## config.mk

```make
export PLATFORM = sky130hd
export DESIGN_NAME = prq_ctrl
export DESIGN_NICKNAME = d
export VERILOG_FILES = /design/src/hw/rtl/prq_pkg.sv /design/src/hw/rtl/prq_ctrl.sv
export SDC_FILE = /design/constraint.sdc
export NUM_CORES = 1
export LEC_CHECK = 0
export BUFFER_PORTS_ARGS = -buffer_cell sky130_fd_sc_hd__buf_2
export CAP_MARGIN = 20
export CORE_AREA = 2 2 39 41
export DETAILED_ROUTE_END_ITERATION = 12
export DIE_AREA = 0 0 41 43
export PLACE_DENSITY_LB_ADDON = 0.05
export SYNTH_ARGS = -nofsm -noshare
export SYNTH_HDL_FRONTEND = slang
export SYNTH_SLANG_ARGS = --single-unit
```

## constraint.sdc

```tcl
create_clock -name aclk -period 0.9 [get_ports aclk]
set_input_delay 0.045 -clock aclk [delete_from_list [all_inputs] [get_ports aclk]]
set_output_delay 0.045 -clock aclk [all_outputs]
set_load 0.01 [all_outputs]
```

## src/hw/rtl/prq_pkg.sv

```systemverilog
`timescale 1ns / 1ps
// Shared types and constants of the packet ring queue.
// No dependencies; used by prq_ctrl, prq_dp and packet_ring_queue.
package prq_pkg;

    // Field widths of the input and result items.
    localparam int OP_W     = 2;
    localparam int BYTE_W   = 8;
    localparam int IDX_W    = 4;
    localparam int STATUS_W = 3;
    localparam int LEN_W    = 6;
    localparam int QCNT_W   = 5;

    // Operation codes.
    localparam logic [OP_W-1:0] OP_PUSH   = 2'd0;
    localparam logic [OP_W-1:0] OP_COMMIT = 2'd1;
    localparam logic [OP_W-1:0] OP_DEQ    = 2'd2;
    localparam logic [OP_W-1:0] OP_PEEK   = 2'd3;

    // Result status codes.
    localparam logic [STATUS_W-1:0] ST_OK        = 3'd0;
    localparam logic [STATUS_W-1:0] ST_FULL      = 3'd1;
    localparam logic [STATUS_W-1:0] ST_TOO_LARGE = 3'd2;
    localparam logic [STATUS_W-1:0] ST_EMPTY     = 3'd3;
    localparam logic [STATUS_W-1:0] ST_RANGE     = 3'd4;

    // Status from the datapath to the controller.
    typedef struct packed {
        logic full;
        logic empty;
        logic range_err;
        logic too_large;
        logic at_last;
        logic out_free;
    } prq_stat_t;

    // Commands from the controller to the datapath.
    typedef struct packed {
        logic                emit_single;
        logic [STATUS_W-1:0] single_code;
        logic                push_store;
        logic                commit_store;
        logic                build_clear;
        logic                start_stream;
        logic                pop;
        logic                load_len;
        logic                emit_stream;
    } prq_cmd_t;

endpackage

```

## src/hw/rtl/prq_ctrl.sv

```systemverilog
`timescale 1ns / 1ps
// Controller state machine of the packet ring queue.
// Depends on prq_pkg for the command and status structs and the codes.
module prq_ctrl (
    input  logic                     aclk,
    input  logic                     aresetn,
    input  logic                     in_valid,
    input  logic [prq_pkg::OP_W-1:0] in_op,
    output logic                     in_ready,
    input  prq_pkg::prq_stat_t       stat,
    output prq_pkg::prq_cmd_t        cmd
);

    localparam logic [1:0] S_IDLE   = 2'd0;
    localparam logic [1:0] S_LEN    = 2'd1;
    localparam logic [1:0] S_STREAM = 2'd2;

    logic [1:0] state_reg;
    logic [1:0] state_next;
    logic       accept;

    // Items are taken only in idle and only when the output register can be loaded.
    assign in_ready = (state_reg == S_IDLE) && stat.out_free;
    assign accept   = in_valid && in_ready;

    // Next state and commands.
    always_comb begin
        state_next = state_reg;
        cmd        = '0;
        unique case (state_reg)
            S_IDLE: begin
                if (accept) begin
                    unique case (in_op)
                        prq_pkg::OP_PUSH: begin
                            cmd.emit_single = 1'b1;
                            cmd.single_code = stat.full ? prq_pkg::ST_FULL : prq_pkg::ST_OK;
                            cmd.push_store  = !stat.full;
                        end
                        prq_pkg::OP_COMMIT: begin
                            cmd.emit_single  = 1'b1;
                            cmd.build_clear  = 1'b1;
                            cmd.commit_store = !stat.full && !stat.too_large;
                            if (stat.full) begin
                                cmd.single_code = prq_pkg::ST_FULL;
                            end else if (stat.too_large) begin
                                cmd.single_code = prq_pkg::ST_TOO_LARGE;
                            end else begin
                                cmd.single_code = prq_pkg::ST_OK;
                            end
                        end
                        prq_pkg::OP_DEQ: begin
                            if (stat.empty) begin
                                cmd.emit_single = 1'b1;
                                cmd.single_code = prq_pkg::ST_EMPTY;
                            end else begin
                                cmd.start_stream = 1'b1;
                                cmd.pop          = 1'b1;
                                state_next       = S_LEN;
                            end
                        end
                        prq_pkg::OP_PEEK: begin
                            if (stat.empty) begin
                                cmd.emit_single = 1'b1;
                                cmd.single_code = prq_pkg::ST_EMPTY;
                            end else if (stat.range_err) begin
                                cmd.emit_single = 1'b1;
                                cmd.single_code = prq_pkg::ST_RANGE;
                            end else begin
                                cmd.start_stream = 1'b1;
                                state_next       = S_LEN;
                            end
                        end
                        default: begin
                            cmd.emit_single = 1'b0;
                        end
                    endcase
                end
            end
            S_LEN: begin
                cmd.load_len = 1'b1;
                state_next   = S_STREAM;
            end
            S_STREAM: begin
                if (stat.out_free) begin
                    cmd.emit_stream = 1'b1;
                    if (stat.at_last) begin
                        state_next = S_IDLE;
                    end
                end
            end
            default: begin
                state_next = S_IDLE;
            end
        endcase
    end

    // State register.
    always_ff @(posedge aclk) begin
        if (!aresetn) begin
            state_reg <= S_IDLE;
        end else begin
            state_reg <= state_next;
        end
    end

`ifndef SYNTH
    // A started stream always passes through the length read.
    a_start_len: assert property (@(posedge aclk) disable iff (!aresetn)
        cmd.start_stream |=> state_reg == S_LEN)
        else $error("stream start did not enter the length read");

    // The final streamed result returns the controller to idle.
    a_last_idle: assert property (@(posedge aclk) disable iff (!aresetn)
        (cmd.emit_stream && stat.at_last) |=> state_reg == S_IDLE)
        else $error("controller did not return to idle after the last result");

    // No item is taken while a stream is in progress.
    a_no_accept_busy: assert property (@(posedge aclk) disable iff (!aresetn)
        (state_reg == S_LEN || state_reg == S_STREAM) |-> !in_ready)
        else $error("item taken during a stream");
`endif

endmodule

```

==> impl_metrics.csv, run 1 <==
group,metric,value,unit
status,status,"complete, but fails checks",
status,failed_checks,"setup timing",
die,dieArea,1760,sq um
logic_synthesis,synthCells,31,
route,drc_errors,0,
sta,finalSetupViolations,14,
logic_synthesis,synth_top_family_by_area,"simple AND/OR/NAND/NOR gates",
logic_synthesis,syn_nets,42,
route,dr_total_vias,355,
global_route,grt_max_degree,7,
place,io_buffers,22,
die,die_height,43,um
global_route,antenna_found_initial,0,
place,post-place-ws,-0.242,ns
worst_hold_path,hp-class,"primary input to flip-flop",
global_route,grt_util_all_layers,0.118,
worst_setup_path,crit_type,"flip-flop to primary output",
logic_synthesis,synth_compound_area_frac,0.130,
route,wl,838,um
cts,ctsHtreeMaxLevel,1,
final_layout,largest_reg_flops,2,
die,io_pins,23,
worst_hold_path,hp-start,"aresetn",
sta,setup-tns-final,-4.45,ns
logic_synthesis,synth_fa_ha_area_frac,0,
route,drt-pass1-iter-count,1,
worst_setup_path,reg2reg_from,"state_reg[0]",
final_layout,nets,81,
power_and_ir_drop,ir_drop,284,uV
worst_setup_path,timing.rr.end,"state_reg[1]",
cts,cts.clk_slew.worst_paths,0.03,ns
cts,cts_hold_buf,0,
sta,timing.fmax,741,MHz
die,core-area,1380,sq um
logic_synthesis,yosys_warnings,0,
power_and_ir_drop,power.leakage,0.278,nW
global_route,grt_pass1_vias,359,
die,num_rows,14,
sta,tightest_slew,0.184,ns
worst_setup_path,r2r_slack,-0.16,ns
place,routabilityCongestion,0.687,
sta,report.final.slew_viol_count,0,
global_route,gr-total-overflow,0,
die,die_x,41,um
route,drt-initial-drc-count,0,
final_layout,area_delta_synth_final,148,%
final_layout,finish.utilization,0.379,
cts,clk_latency,0.23,ns
worst_setup_path,cp_data_arrival_time,1.30,ns
worst_setup_path,critPathLaunchType,"flip-flop",
cts,cts_max_path_buffers,2,
final_layout,drive_gt1_frac,0.765,
final_layout,final_area,524,sq um
logic_synthesis,synth_mux_area_frac,0,
sta,finalWorstSetupSlack,-0.449,ns
final_layout,fill_cells,154,
die,start_util,0.153,
logic_synthesis,ys_types,18,
logic_synthesis,yosys_register_bits,2,
worst_setup_path,cp.required,0.85,ns
route,via_per_inst,4.23,
route,ant_nets,0,
sta,rsz0062_at_grt,"true",
place,post_dp_cell_area,417,sq um
logic_synthesis,syn_area,211,sq um
global_route,grt_pass1_wl,1380,um
flow_run,cap_violations,0,
power_and_ir_drop,power.density,840,nW/um^2
worst_setup_path,cp_max_fo,6,
logic_synthesis,avgSynthCellArea,6.82,sq um
logic_synthesis,yosys.area_share.xor_xnor,0,
sta,maxSlewHeadroom,0.876,
worst_hold_path,min_to,"state_reg[1]",
route,routedWlPerCell,9.98,um
final_layout,antenna_cells,0,
logic_synthesis,yosys.area_share.simple,0.604,
sta,min_period_over_period,1.50,
worst_hold_path,hold_depth,2,
cts,cts.sinks,2,
sta,hold_viol,0,
sta,clock_skew,0.000180,ns
worst_setup_path,r2r.worst_path.cells,5,
place,place_hpwl,660,um
sta,finalCriticalPeriod,1.35,ns
cts,root_buffer,"clkbuf_4",
power_and_ir_drop,totalPowerFinal,0.440,mW
cts,tritoncts,"done",
worst_setup_path,worst_setup_path_end_kind,"primary output",
logic_synthesis,seq_area_frac_synth,0.189,
cts,cts_made_buffers,3,
-- layout make-up --
class | instances | area (sq um) | area share
Timing Repair Buffer | 36 | 226 | 0.432
Multi-Input combinational cell | 26 | 209 | 0.399
Sequential cell | 2 | 42.5 | 0.0811
Clock buffer | 3 | 22.5 | 0.0430
Tap cell | 16 | 20.0 | 0.0382
Inverter | 1 | 3.75 | 0.00716
-- through the flow --
step	std cells	hold slack (ns)
after CTS	83	0.0269
after floorplan	31	0.118
after global routing	84	0.0591
after global placement	75	0.269
final	84	0.0320
after detailed placement	75	0.267
-- per-layer routing --
metal / up-vias / GRT usage / routed length, um
li1: 182 / - / -
met1: 153 / 0.114 / 309
met2: 20 / 0.194 / 431
met3: 0 / 0.0576 / 97
met4: 0 / 0.0600 / 0
met5: - / 0 / 0
-- cell usage after synthesis --
master / count / share of area
nor3_1: 1 / 0.024
nor4_1: 2 / 0.059
and2b_1: 1 / 0.036
nand4bb_1: 1 / 0.053
a21oi_1: 4 / 0.095
or2_1: 1 / 0.030
nand2b_1: 2 / 0.059
and3_1: 1 / 0.030
inv_1: 1 / 0.018
nor3b_2: 1 / 0.059
dfxtp_1: 2 / 0.19
o21a_1: 1 / 0.036
nand2_1: 2 / 0.036
or2b_1: 2 / 0.071
or3b_1: 1 / 0.041
nor2_1: 6 / 0.11
buf_4: 1 / 0.036
buf_2: 1 / 0.024
-- worst max-delay path by stage --
| stage | startpoint | end | slack, ns | cells past startpoint |
|---|---|---|---|---|
| finish | state_reg[1] | cmd[9] | -0.45 | 5 |
| global route | state_reg[1] | cmd[9] | -0.53 | 5 |
| floorplan | state_reg[1] | state_reg[0] | -0.19 | 4 |
| detailed placement | state_reg[1] | cmd[9] | -0.24 | 5 |
| CTS | state_reg[1] | cmd[9] | -0.47 | 5 |
| global placement | state_reg[1] | cmd[2] | -0.24 | 5 |
-- critical path: stages, from the launching register on --
cell       delay, ns
dfxtp_2         0.30
nand4bb_1       0.19
buf_6           0.16
or2_4           0.23
nor2_2          0.07
buf_2           0.13
-- power breakdown --
| group | switching, mW | internal, mW |
|---|---|---|
| Clock | 0.0550 | 0.147 |
| Sequential | 0.000641 | 0.0909 |
| Combinational | 0.0697 | 0.0767 |
-- cell families after synthesis --
family                 Yosys count
AOI/OAI and AO/OA                5
DFF                              2
buffers and inverters            3
and+or+nand+nor                 21
-- placed cells by master, fill, tap and decap left out, drive strengths merged --
cell type	instances
or2b	2
a21oi	4
nor3b	1
or2	1
o21a	1
nor2	6
nand2	2
inv	1
nor4	2
or3b	1
buf	36
clkbuf	3
nand2b	2
and2b	1
dfxtp	2
and3	1
nor3	1
nand4bb	1
-- what timing repair did --
action	in CTS	in global routing
setup endpoints to repair	14	14
resized for setup	10	2
pin swaps	6	2
buffers inserted	5	2
Note: power is estimated with default switching activity, not from simulation.
==> run 2: changes to the inputs <==
- MAX_ROUTING_LAYER: default -> met4
- SKIP_LAST_GASP: default -> 1
==> impl_metrics.csv, run 2 (synthesized netlist as in run 1, its figures left out) <==
group,metric,value,unit
power_and_ir_drop,switching_share,0.285,
worst_setup_path,crit_chain,"nand4bb_1, buf_6, or2_4, nor2_2, buf_2",
route,drt-pass1-iter-count,1,
global_route,grt_util_all_layers,0.121,
sta,setup-tns-final,-4.45,ns
final_layout,antenna_cells,0,
final_layout,fill_cells,154,
worst_setup_path,cp_data_arrival_time,1.31,ns
route,drt-initial-drc-count,0,
cts,cts_max_path_buffers,2,
power_and_ir_drop,power.density,840,nW/um^2
die,io_pins,23,
final_layout,final_common_cell,"buf_2",
power_and_ir_drop,p_clk_frac,0.460,
die,die_height,43,um
power_and_ir_drop,netSwitchingPower,0.125,mW
die,start_util,0.153,
cts,tritoncts,"done",
worst_setup_path,cp_max_fo,6,
cts,root_buffer,"clkbuf_4",
sta,finalWorstSetupSlack,-0.450,ns
sta,clock_skew,0.000180,ns
die,num_rows,14,
sta,timing.fmax,741,MHz
cts,cts.sinks,2,
power_and_ir_drop,p_int,0.315,mW
sta,tightest_slew,0.184,ns
flow_run,cap_violations,0,
sta,finalCriticalPeriod,1.35,ns
cts,clk_latency,0.23,ns
global_route,gr-total-overflow,0,
route,wl,838,um
final_layout,mostFrequentLayoutCells,"buf_2 (22), buf_4 (11)",
global_route,grt_max_degree,7,
route,via_per_inst,4.23,
worst_hold_path,hp-start,"aresetn",
worst_setup_path,critPathLaunchType,"flip-flop",
final_layout,area_delta_synth_final,148,%
route,routedWlPerCell,9.98,um
worst_setup_path,startpoint,"state_reg[1]",
place,io_buffers,22,
global_route,grt_pass1_vias,359,
sta,hold_viol,0,
cts,cts.clk_slew.worst_paths,0.03,ns
place,place_hpwl,660,um
final_layout,regArea,42.5,sq um
global_route,antenna_found_initial,0,
final_layout,nets,81,
worst_setup_path,worst_setup_path_end_kind,"primary output",
worst_setup_path,slowest_stage,"dfxtp_2",
route,ant_nets,0,
place,post-place-ws,-0.242,ns
cts,ctsHtreeMaxLevel,1,
cts,cts_made_buffers,3,
status,status,"complete, but fails checks",
final_layout,largest_reg_flops,2,
sta,fin_hold_ws,0.0320,ns
die,core-area,1380,sq um
die,die_x,41,um
worst_setup_path,crit_type,"flip-flop to primary output",
status,failed_checks,"setup timing",
power_and_ir_drop,power.leakage,0.278,nW
worst_setup_path,cp_num_buf_inv,2,
place,routabilityCongestion,0.695,
sta,rsz0062_at_grt,"true",
sta,min_period_over_period,1.50,
sta,report.final.slew_viol_count,0,
power_and_ir_drop,ir_drop,284,uV
worst_setup_path,slowest_delay,0.30,ns
final_layout,drive_gt1_frac,0.765,
worst_setup_path,critical_path.top_delay_family,"simple AND/OR/NAND/NOR gates",
die,dieArea,1760,sq um
sta,maxSlewHeadroom,0.876,
cts,cts_hold_buf,0,
route,dr_total_vias,355,
power_and_ir_drop,combPwrFrac,0.332,
worst_hold_path,hp-class,"primary input to flip-flop",
worst_setup_path,cp.required,0.85,ns
final_layout,multi_input_comb_area,209,sq um
sta,finalSetupViolations,14,
power_and_ir_drop,pwr-share-seq,0.208,
worst_setup_path,reg2reg_from,"state_reg[0]",
global_route,grt_pass1_wl,1380,um
route,drc_errors,0,
## run 2: worst paths after layout
check                           slack [ns]            to  depth (start not counted)
worst max-delay path                 -0.45        cmd[9]                          5
worst max register to register       -0.16  state_reg[1]                          5
worst min-delay path                  0.03  state_reg[1]                          2
worst min register to register        0.64  state_reg[0]                          3
## run 2: cell type report
| class | count | area share |
|---|---|---|
| Inverter | 1 | 0.00716 |
| Timing Repair Buffer | 36 | 0.432 |
| Tap cell | 16 | 0.0382 |
| Sequential cell | 2 | 0.0811 |
| Multi-Input combinational cell | 26 | 0.399 |
| Clock buffer | 3 | 0.0430 |
## run 2: timing repair
action	CTS	global route
pin swaps	6	2
cloned	0	0
setup buffers	5	2
hold endpoints to repair	0	0
endpoints found under the setup margin	14	14
resized for setup	10	2
## run 2: stage by stage
step	power, mW	area [sq um]	utilization	cells
2_1_floorplan	0.147	245	-	31
3_3_place_gp	0.213	417	0.301	75
3_5_place_dp	0.216	417	0.301	75
4_1_cts	0.445	512	0.370	83
5_1_grt	0.476	524	0.379	84
6_report	0.440	524	0.379	84
## run 2: power by group through the flow
stage               clock, mW  sequential, mW  combinational, mW
finish                  0.202          0.0916              0.146
global route            0.224          0.0916              0.160
CTS                     0.215          0.0915              0.139
detailed placement          0          0.0925              0.123
global placement            0          0.0924              0.120
floorplan                   0          0.0929             0.0542
## run 2: routing by layer
layer	GRT usage	part of all wire	vias to the layer above
li1	-	-	182
met5	-	0	-
met4	0.0600	0	0
met3	0.0524	0.11	0
met1	0.117	0.38	153
met2	0.194	0.51	20
